[src/dcfr_pkg.sv]
// ----------------------------------------------------------------------------
// dcfr_pkg: shared definitions for the drip counter
// Operation codes, register indexes, reset values and datapath widths.
// ----------------------------------------------------------------------------
package dcfr_pkg;

	// operation codes carried in tuser
	localparam logic [1:0] OP_TICK  = 2'd0;
	localparam logic [1:0] OP_QUERY = 2'd1;
	localparam logic [1:0] OP_CLEAR = 2'd2;

	// configuration register indexes
	localparam logic [1:0] REG_DEBOUNCE = 2'd0;
	localparam logic [1:0] REG_WINDOW   = 2'd1;
	localparam logic [1:0] REG_TIMEOUT  = 2'd2;

	// register reset values
	localparam logic [15:0] DEBOUNCE_RST = 16'd200;
	localparam logic [31:0] WINDOW_RST   = 32'd60000;
	localparam logic [31:0] TIMEOUT_RST  = 32'd10000;

	// widths of counters, quotient and the rate numerator
	localparam int CNT_W   = 32;
	localparam int QUOT_W  = 32;
	localparam int SCALE_W = 24;
	localparam int NUM_W   = CNT_W + SCALE_W;

	// ms per minute times one in Q24.8
	localparam logic [SCALE_W-1:0] RATE_SCALE = 24'd15360000;

endpackage

[src/dcfr_div.sv]
// ----------------------------------------------------------------------------
// dcfr_div: iterative rate divider
// One subtract and compare unit, reused for the overflow check and then for
// one quotient bit per cycle (restoring division, saturating quotient).
// ----------------------------------------------------------------------------
module dcfr_div
	import dcfr_pkg::*;
(
	input  logic              clk,
	input  logic              arst_n,
	input  logic              start,
	input  logic [NUM_W-1:0]  dividend,
	input  logic [QUOT_W-1:0] divisor,
	output logic              done,
	output logic [QUOT_W-1:0] quot
);

	localparam logic [1:0] D_IDLE  = 2'd0;
	localparam logic [1:0] D_CHECK = 2'd1;
	localparam logic [1:0] D_STEP  = 2'd2;

	localparam int BIT_W = $clog2(QUOT_W);

	logic [1:0]        state_q;
	logic [BIT_W-1:0]  cnt_q;
	logic              done_q;
	logic [QUOT_W-1:0] rem_q;
	logic [QUOT_W-1:0] low_q;
	logic [QUOT_W-1:0] quot_q;
	logic [QUOT_W-1:0] dvs_q;

	logic [QUOT_W:0]   opa;
	logic [QUOT_W+1:0] diff;
	logic              ge;

	// shared unit: compare the high part on check, shifted remainder on steps
	always_comb begin
		opa  = (state_q == D_CHECK) ? {1'b0, rem_q} : {rem_q, low_q[QUOT_W-1]};
		diff = {1'b0, opa} - {2'b00, dvs_q};
		ge   = !diff[QUOT_W+1];
	end

	always_ff @(posedge clk or negedge arst_n) begin
		if (!arst_n) begin
			state_q <= D_IDLE;
			cnt_q   <= '0;
			done_q  <= 1'b0;
		end else begin
			done_q <= 1'b0;
			unique case (state_q)
				D_IDLE: begin
					if (start) begin
						state_q <= D_CHECK;
					end
				end
				D_CHECK: begin
					if (ge) begin
						done_q  <= 1'b1;
						state_q <= D_IDLE;
					end else begin
						cnt_q   <= '0;
						state_q <= D_STEP;
					end
				end
				D_STEP: begin
					cnt_q <= cnt_q + 1'b1;
					if (cnt_q == BIT_W'(QUOT_W - 1)) begin
						done_q  <= 1'b1;
						state_q <= D_IDLE;
					end
				end
				default: state_q <= D_IDLE;
			endcase
		end
	end

	always_ff @(posedge clk) begin
		unique case (state_q)
			D_IDLE: begin
				if (start) begin
					rem_q <= QUOT_W'(dividend[NUM_W-1:QUOT_W]);
					low_q <= dividend[QUOT_W-1:0];
					dvs_q <= divisor;
				end
			end
			D_CHECK: begin
				// high part not below divisor: quotient overflows
				if (ge) begin
					quot_q <= '1;
				end
			end
			D_STEP: begin
				rem_q  <= ge ? diff[QUOT_W-1:0] : opa[QUOT_W-1:0];
				low_q  <= {low_q[QUOT_W-2:0], 1'b0};
				quot_q <= {quot_q[QUOT_W-2:0], ge};
			end
			default: ;
		endcase
	end

	assign done = done_q;
	assign quot = quot_q;

endmodule

[src/drip_counter_with_flow_rate.sv]
// ----------------------------------------------------------------------------
// drip_counter_with_flow_rate: debounced drip counter with flow-rate meter
// Counts debounced sensor edges on millisecond ticks and answers flow
// queries in drops per minute, unsigned Q24.8.
// ----------------------------------------------------------------------------
//  channel   direction  handshake                    payload
//  s_axis    in         s_axis_tvalid/s_axis_tready  tdata: sensor_level, tuser: op
//  m_axis    out        m_axis_tvalid/m_axis_tready  tdata: event, total, no_drip, rate
//  cfg       in         cfg_valid/cfg_ready          cfg_index, cfg_data
//
//  tick, clear and unused op: result registered the next cycle.
//  flow query: product registered, divider start, overflow check (saturates on
//  overflow), then 32 steps at one quotient bit a cycle; zero window answers at once.
//  input is taken only when idle and the result register is free or draining.
//  asynchronous active-low reset; no clearing pass, ready right after reset.
// ----------------------------------------------------------------------------
module drip_counter_with_flow_rate
	import dcfr_pkg::*;
(
	input  logic        clk,
	input  logic        arst_n,
	input  logic        s_axis_tvalid,
	output logic        s_axis_tready,
	input  logic [7:0]  s_axis_tdata,  // [0] sensor_level, [7:1] zero
	input  logic [1:0]  s_axis_tuser,  // [1:0] op
	output logic        m_axis_tvalid,
	input  logic        m_axis_tready,
	output logic [71:0] m_axis_tdata,  // [0] drip_event, [32:1] drip_total,
	                                   // [33] no_drip, [65:34] flow_rate, [71:66] zero
	input  logic        cfg_valid,
	output logic        cfg_ready,
	input  logic [1:0]  cfg_index,
	input  logic [31:0] cfg_data
);

	localparam logic [1:0] ST_IDLE  = 2'd0;
	localparam logic [1:0] ST_START = 2'd1;
	localparam logic [1:0] ST_DIV   = 2'd2;

	logic [1:0]        state_q;
	logic [15:0]       debounce_q;
	logic [CNT_W-1:0]  window_len_q;
	logic [CNT_W-1:0]  timeout_q;
	logic              last_level_q;
	logic [CNT_W-1:0]  total_q;
	logic [CNT_W-1:0]  win_drips_q;
	logic [CNT_W-1:0]  since_q;
	logic [CNT_W-1:0]  win_ms_q;

	logic              out_vld_q;
	logic              out_event_q;
	logic [CNT_W-1:0]  out_total_q;
	logic              out_nodrip_q;
	logic [QUOT_W-1:0] out_rate_q;

	logic [NUM_W-1:0]  product_s1;
	logic [CNT_W-1:0]  divisor_q;

	logic              accept;
	logic              drip;
	logic              query_go;
	logic              event_d;
	logic              last_d;
	logic              nodrip_d;
	logic [CNT_W-1:0]  since_inc;
	logic [CNT_W-1:0]  winms_inc;
	logic [CNT_W-1:0]  total_d;
	logic [CNT_W-1:0]  win_drips_d;
	logic [CNT_W-1:0]  since_d;
	logic [CNT_W-1:0]  win_ms_d;

	logic              div_start;
	logic              div_done;
	logic [QUOT_W-1:0] div_quot;

	assign s_axis_tready = (state_q == ST_IDLE) && (!out_vld_q || m_axis_tready);
	assign accept        = s_axis_tvalid && s_axis_tready;
	assign div_start     = (state_q == ST_START);
	assign cfg_ready     = 1'b1;

	always_comb begin
		since_inc   = (since_q == '1) ? since_q : since_q + 1'b1;
		winms_inc   = (win_ms_q == '1) ? win_ms_q : win_ms_q + 1'b1;
		// falling edge counts only once the debounce time has passed
		drip        = last_level_q && !s_axis_tdata[0] &&
		              (since_inc >= CNT_W'(debounce_q));
		last_d      = last_level_q;
		total_d     = total_q;
		win_drips_d = win_drips_q;
		since_d     = since_q;
		win_ms_d    = win_ms_q;
		event_d     = 1'b0;
		query_go    = 1'b0;
		if (accept) begin
			unique case (s_axis_tuser)
				OP_TICK: begin
					last_d   = s_axis_tdata[0];
					win_ms_d = winms_inc;
					since_d  = drip ? '0 : since_inc;
					event_d  = drip;
					if (drip) begin
						total_d     = total_q + 1'b1;
						win_drips_d = win_drips_q + 1'b1;
					end
				end
				OP_QUERY: begin
					// empty window answers zero and keeps the window
					if (win_ms_q != '0) begin
						query_go = 1'b1;
						if (win_ms_q >= window_len_q) begin
							win_ms_d    = '0;
							win_drips_d = '0;
						end
					end
				end
				OP_CLEAR: begin
					total_d     = '0;
					win_drips_d = '0;
					since_d     = '0;
					win_ms_d    = '0;
				end
				default: ;
			endcase
		end
		nodrip_d = (since_d >= timeout_q);
	end

	always_ff @(posedge clk or negedge arst_n) begin
		if (!arst_n) begin
			state_q      <= ST_IDLE;
			debounce_q   <= DEBOUNCE_RST;
			window_len_q <= WINDOW_RST;
			timeout_q    <= TIMEOUT_RST;
			last_level_q <= 1'b1;
			total_q      <= '0;
			win_drips_q  <= '0;
			since_q      <= '0;
			win_ms_q     <= '0;
			out_vld_q    <= 1'b0;
		end else begin
			last_level_q <= last_d;
			total_q      <= total_d;
			win_drips_q  <= win_drips_d;
			since_q      <= since_d;
			win_ms_q     <= win_ms_d;

			if (cfg_valid && cfg_ready) begin
				unique case (cfg_index)
					REG_DEBOUNCE: debounce_q   <= cfg_data[15:0];
					REG_WINDOW:   window_len_q <= cfg_data;
					REG_TIMEOUT:  timeout_q    <= cfg_data;
					default: ;
				endcase
			end

			if ((accept && !query_go) || div_done) begin
				out_vld_q <= 1'b1;
			end else if (m_axis_tready) begin
				out_vld_q <= 1'b0;
			end

			unique case (state_q)
				ST_IDLE:  if (query_go) state_q <= ST_START;
				ST_START: state_q <= ST_DIV;
				ST_DIV:   if (div_done) state_q <= ST_IDLE;
				default:  state_q <= ST_IDLE;
			endcase
		end
	end

	// result word and divider operands
	always_ff @(posedge clk) begin
		if ((accept && !query_go) || div_done) begin
			out_event_q  <= event_d;
			out_total_q  <= total_d;
			out_nodrip_q <= nodrip_d;
			out_rate_q   <= div_done ? div_quot : '0;
		end
		if (query_go) begin
			product_s1 <= NUM_W'(win_drips_q) * NUM_W'(RATE_SCALE);
			divisor_q  <= win_ms_q;
		end
	end

	dcfr_div u_div (
		.clk      (clk),
		.arst_n   (arst_n),
		.start    (div_start),
		.dividend (product_s1),
		.divisor  (divisor_q),
		.done     (div_done),
		.quot     (div_quot)
	);

	assign m_axis_tvalid = out_vld_q;
	assign m_axis_tdata  = {6'd0, out_rate_q, out_nodrip_q, out_total_q, out_event_q};

	a_done_in_div: assert property (@(posedge clk) disable iff (!arst_n)
		div_done |-> state_q == ST_DIV)
		else $error("divider finished outside a query");

	a_busy_out_empty: assert property (@(posedge clk) disable iff (!arst_n)
		state_q != ST_IDLE |-> !out_vld_q)
		else $error("result word pending during a query");

	a_event_no_rate: assert property (@(posedge clk) disable iff (!arst_n)
		m_axis_tvalid && m_axis_tdata[0] |-> m_axis_tdata[65:34] == '0)
		else $error("drip event word carries a flow rate");

	a_divisor_nonzero: assert property (@(posedge clk) disable iff (!arst_n)
		div_start |-> divisor_q != '0)
		else $error("divider started with zero elapsed time");

endmodule
[config.mk]
export PLATFORM = sky130hd
export DESIGN_NAME = drip_counter_with_flow_rate
export DESIGN_NICKNAME = d
export VERILOG_FILES = /design/src/dcfr_pkg.sv /design/src/dcfr_div.sv /design/src/drip_counter_with_flow_rate.sv
export SDC_FILE = /design/constraint.sdc
export NUM_CORES = 1
export LEC_CHECK = 0
export BUFFER_PORTS_ARGS = -buffer_cell sky130_fd_sc_hd__buf_4
export CORE_MARGIN = 3
export CORE_UTILIZATION = 60
export CTS_BUF_LIST = sky130_fd_sc_hd__clkbuf_8
export CTS_CLUSTER_SIZE = 8
export DETAILED_ROUTE_END_ITERATION = 8
export GPL_TIMING_DRIVEN = 0
export PLACE_DENSITY = 0.84
export SYNTH_ARGS = -nofsm -noshare
export SYNTH_HDL_FRONTEND = slang
export SYNTH_SLANG_ARGS = --single-unit
[constraint.sdc]
create_clock -name clk -period 7.6 [get_ports clk]
set_input_delay 0.38 -clock clk [delete_from_list [all_inputs] [get_ports clk]]
set_output_delay 0.38 -clock clk [all_outputs]
set_load 0.02 [all_outputs]
==> reports/results.ini <==
[synth]
synth_top_area_cell = edfxtp_1
netlist_instances = 2743
synthTopCellsByArea = edfxtp_1 (26%), dfrtp_1 (17%), ha_1 (9.7%)
synth.distinct_cells = 83
synth_top_cell_area_share_pct = 25.5
synth_seq_area_share_pct = 43.9
ys_ff_latch = 476
synth_commonest_cells = edfxtp_1 (256), ha_1 (234), nand2_1 (232)
synth_edf_count = 256
syn-cell-area_mm2 = 0.0301
synth.most_common_cell = edfxtp_1
async_flop_share_pct = 46.2
syn_area_per_cell_um2 = 11.0
synth-main-ff-cell = edfxtp_1
yosysWarnings = 0

[global_route]
gr-total-overflow = 0
grt_antenna_before_repair = 0
grt_use_total_pct = 28.1
grt_pass1_wl_mm = 120
grt_pass1_vias = 23100
grt_max_degree = 126

[critical_path]
cpMostUsedCell = a21o_1
worst-path-buf-inv = 4
cp_slowest_stage_delay_ps = 580
crit_slowest_cell = or4_1
crit_path_start_kind = flop
cp_max_fo = 10
cp_data_arrival_time_ps = 7720
crit_type = reg -> reg
required_ps = 8000
crit_family = simple AND/OR/NAND/NOR gates
crit_path_end_kind = flop

[timing]
holdWs_ps = 165
hold_violations = 0
fin_skew_ps = 53.5
slew_violations = 0
fin_crit_sh_pct = 96.4
relSlewSlack_pct = 7.47
worst_pin_slew_ps = 1390
max_clock_freq_mhz = 136
fin_crit_ps = 7330
setup_viol = 0

[cts]
cts.sink_count = 476
cts_made_buffers = 80
clock_latency_ps = 690
h-tree-depth = 3
ctsRootBufferMaster = clkbuf_8
clk_pin_slew_ps = 60
cts_buffer_depth = 3
cts_tree = yes

[finish]
fin_area_mm2 = 0.0339
antenna_cells = 0
drive_above_1_share_pct = 13.7
multi_input_area_mm2 = 0.0158
n_fill_cell = 3527
nets = 3406
syn2layout_area_growth_pct = 12.6
seq_area_mm2 = 0.0132

[die]
die_w_um = 230
start_util_pct = 61.2
die_h_um = 230
num_rows = 81
core_mm2 = 0.0493
ios = 124
die_area_mm2 = 0.0529

[place]
place_congestion = 0.945
dpl_cell_area_mm2 = 0.0320
dpl.hpwl_mm = 54.7
io_buffers = 109

[routing]
drt_pass1_iterations = 6
routed_wirelength_mm = 74.4
drt.antenna.violating_nets = 0
drt_iter0_drc = 2288
drc = 0
vias_per_cell = 6.10
wl_per_cell_um = 20.0
vias = 22700

[power]
powerDensity_mw_per_mm2 = 501
cellLeakagePower_nw = 14.7
ir_drop_uv = 1030

[status]
status = finished, final reports clean

[hold_path]
hold_path_class = in -> reg

[run]
drv_cap = 0

[per-layer routing]
layer	up-vias	part of all wire (%)	track usage (%)
met4	0	3.4	10.8
met1	11200	41	37.2
met5	-	0	0
met2	926	49	46.4
li1	10400	-	-
met3	204	7.1	4.89
[sequential cells by signal, indices dropped and copies added (netlist names), 2 cells and up]
| signal | flops |
|---|---|
| state_q | 2 |
| product_s1 | 43 |
| out_rate_q | 32 |
| u_div.state_q | 2 |
| since_q | 32 |
| total_q | 32 |
| win_drips_q | 32 |
| out_total_q | 32 |
| divisor_q | 32 |
| u_div.low_q | 19 |
| win_ms_q | 32 |
| timeout_q | 32 |
| u_div.quot | 32 |
| debounce_q | 16 |
| u_div.dvs_q | 32 |
| u_div.rem_q | 32 |
| u_div.cnt_q | 5 |
| window_len_q | 32 |
[layout by cell type (no fill, tap or decap), drive strengths merged, types with 9 or more instances in the layout]
| cell | Yosys | final |
|---|---|---|
| nor3 | 48 | 48 |
| dfstp | 16 | 16 |
| nand2b | 50 | 50 |
| o21ai | 149 | 149 |
| nor2b | 20 | 20 |
| inv | 211 | 251 |
| dfrtp | 204 | 204 |
| nor4 | 23 | 23 |
| xnor2 | 74 | 74 |
| nand4 | 37 | 37 |
| xor2 | 28 | 28 |
| o31ai | 24 | 24 |
| and4 | 10 | 10 |
| a211oi | 15 | 15 |
| nor4b | 11 | 11 |
| o21a | 16 | 16 |
| a21o | 58 | 58 |
| nand3 | 89 | 89 |
| dlygate4sd3 | 0 | 34 |
| clkinv | 0 | 23 |
| or4 | 15 | 15 |
| a21oi | 145 | 145 |
| ha | 234 | 234 |
| or2 | 9 | 9 |
| and2 | 41 | 41 |
| a31oi | 27 | 27 |
| buf | 32 | 147 |
| fa | 142 | 142 |
| edfxtp | 256 | 256 |
| o211ai | 24 | 24 |
| or3 | 28 | 28 |
| mux2 | 117 | 117 |
| o21bai | 12 | 12 |
| clkbuf | 67 | 152 |
| and3 | 32 | 32 |
| mux2i | 12 | 12 |
| o41ai | 10 | 10 |
| nor2 | 130 | 130 |
| nand2 | 232 | 232 |
[worst register-to-register path: cells and delay by family (launching register included)]
family                     cells  cell delay [ps]
and+or+nand+nor               11             2470
DFF                            1              330
adders and majority gates      2              620
buffers and inverters          4             1080
AOI/OAI and AO/OA             14             2380
xor gates and xnor gates       1              180
[cells by family (layout without fill, tap and decap cells)]
logic type               after synthesis  after routing  synth area share [%]
multiplexers                         129            129                  4.77
other                                  2              7                0.0249
XOR/XNOR                             102            102                  2.96
adder cells (fa/ha/maj)              376            376                  19.2
flip-flops                           476            476                  43.9
buffers and inverters                310            610                  4.04
AO/OA/AOI/OAI                        554            554                  11.7
AND/OR/NAND/NOR                      794            794                  13.5
[layout make-up]
class	instances	area share (%)
Multi-Input combinational cell	1962	46.7
Clock inverter	66	1.10
Sequential cell	476	39.0
Tap cell	664	2.45
Clock buffer	83	3.37
Buffer	98	1.27
Timing Repair Buffer	152	3.87
Inverter	211	2.33
[power by group]
part	switching (W)	leakage [nW]	total [W]	internal [W]
combinational	0.00604	8.69	0.0107	0.00467
sequential	0.000311	5.07	0.00408	0.00377
clock	0.00109	0.900	0.00219	0.00110
total	0.00744	14.7	0.0170	0.00955
[through the flow]
stage	cells	setup TNS, ps	worst slack [ps]	total power, W	utilization (%)
after global placement	3521	-37730	-676	0.0142	64.6
after detailed placement	3526	-698	-698	0.0147	64.9
after global routing	3712	-33.3	-33.3	0.0185	68.9
after floorplan	2748	0	1250	0.0123	-
final	3712	0	272	0.0170	68.9
after CTS	3709	0	44.3	0.0170	68.7
[path summary, 6_finish.rpt]
kind,startpoint,endpoint,cells after the start,slack [ps]
worst max register to register,since_q[3],out_nodrip_q,32,270
worst min register to register,divisor_q[11],u_div.dvs_q[11],0,410
min in group asynchronous,arst_n,win_drips_q[10],2,350
max in group asynchronous,arst_n,since_q[20],3,6160
worst max-delay path,since_q[3],out_nodrip_q,32,270
worst min-delay path,cfg_index[0],debounce_q[0],3,160
[what timing repair did]
item,4_1_cts,5_1_grt
hold endpoints to repair,173,0
endpoints found under the setup margin,1,1
pin swaps,0,3
hold buffers,34,0
setup buffers,0,4
resized for setup,7,14
(Power assumes the default switching activity.)
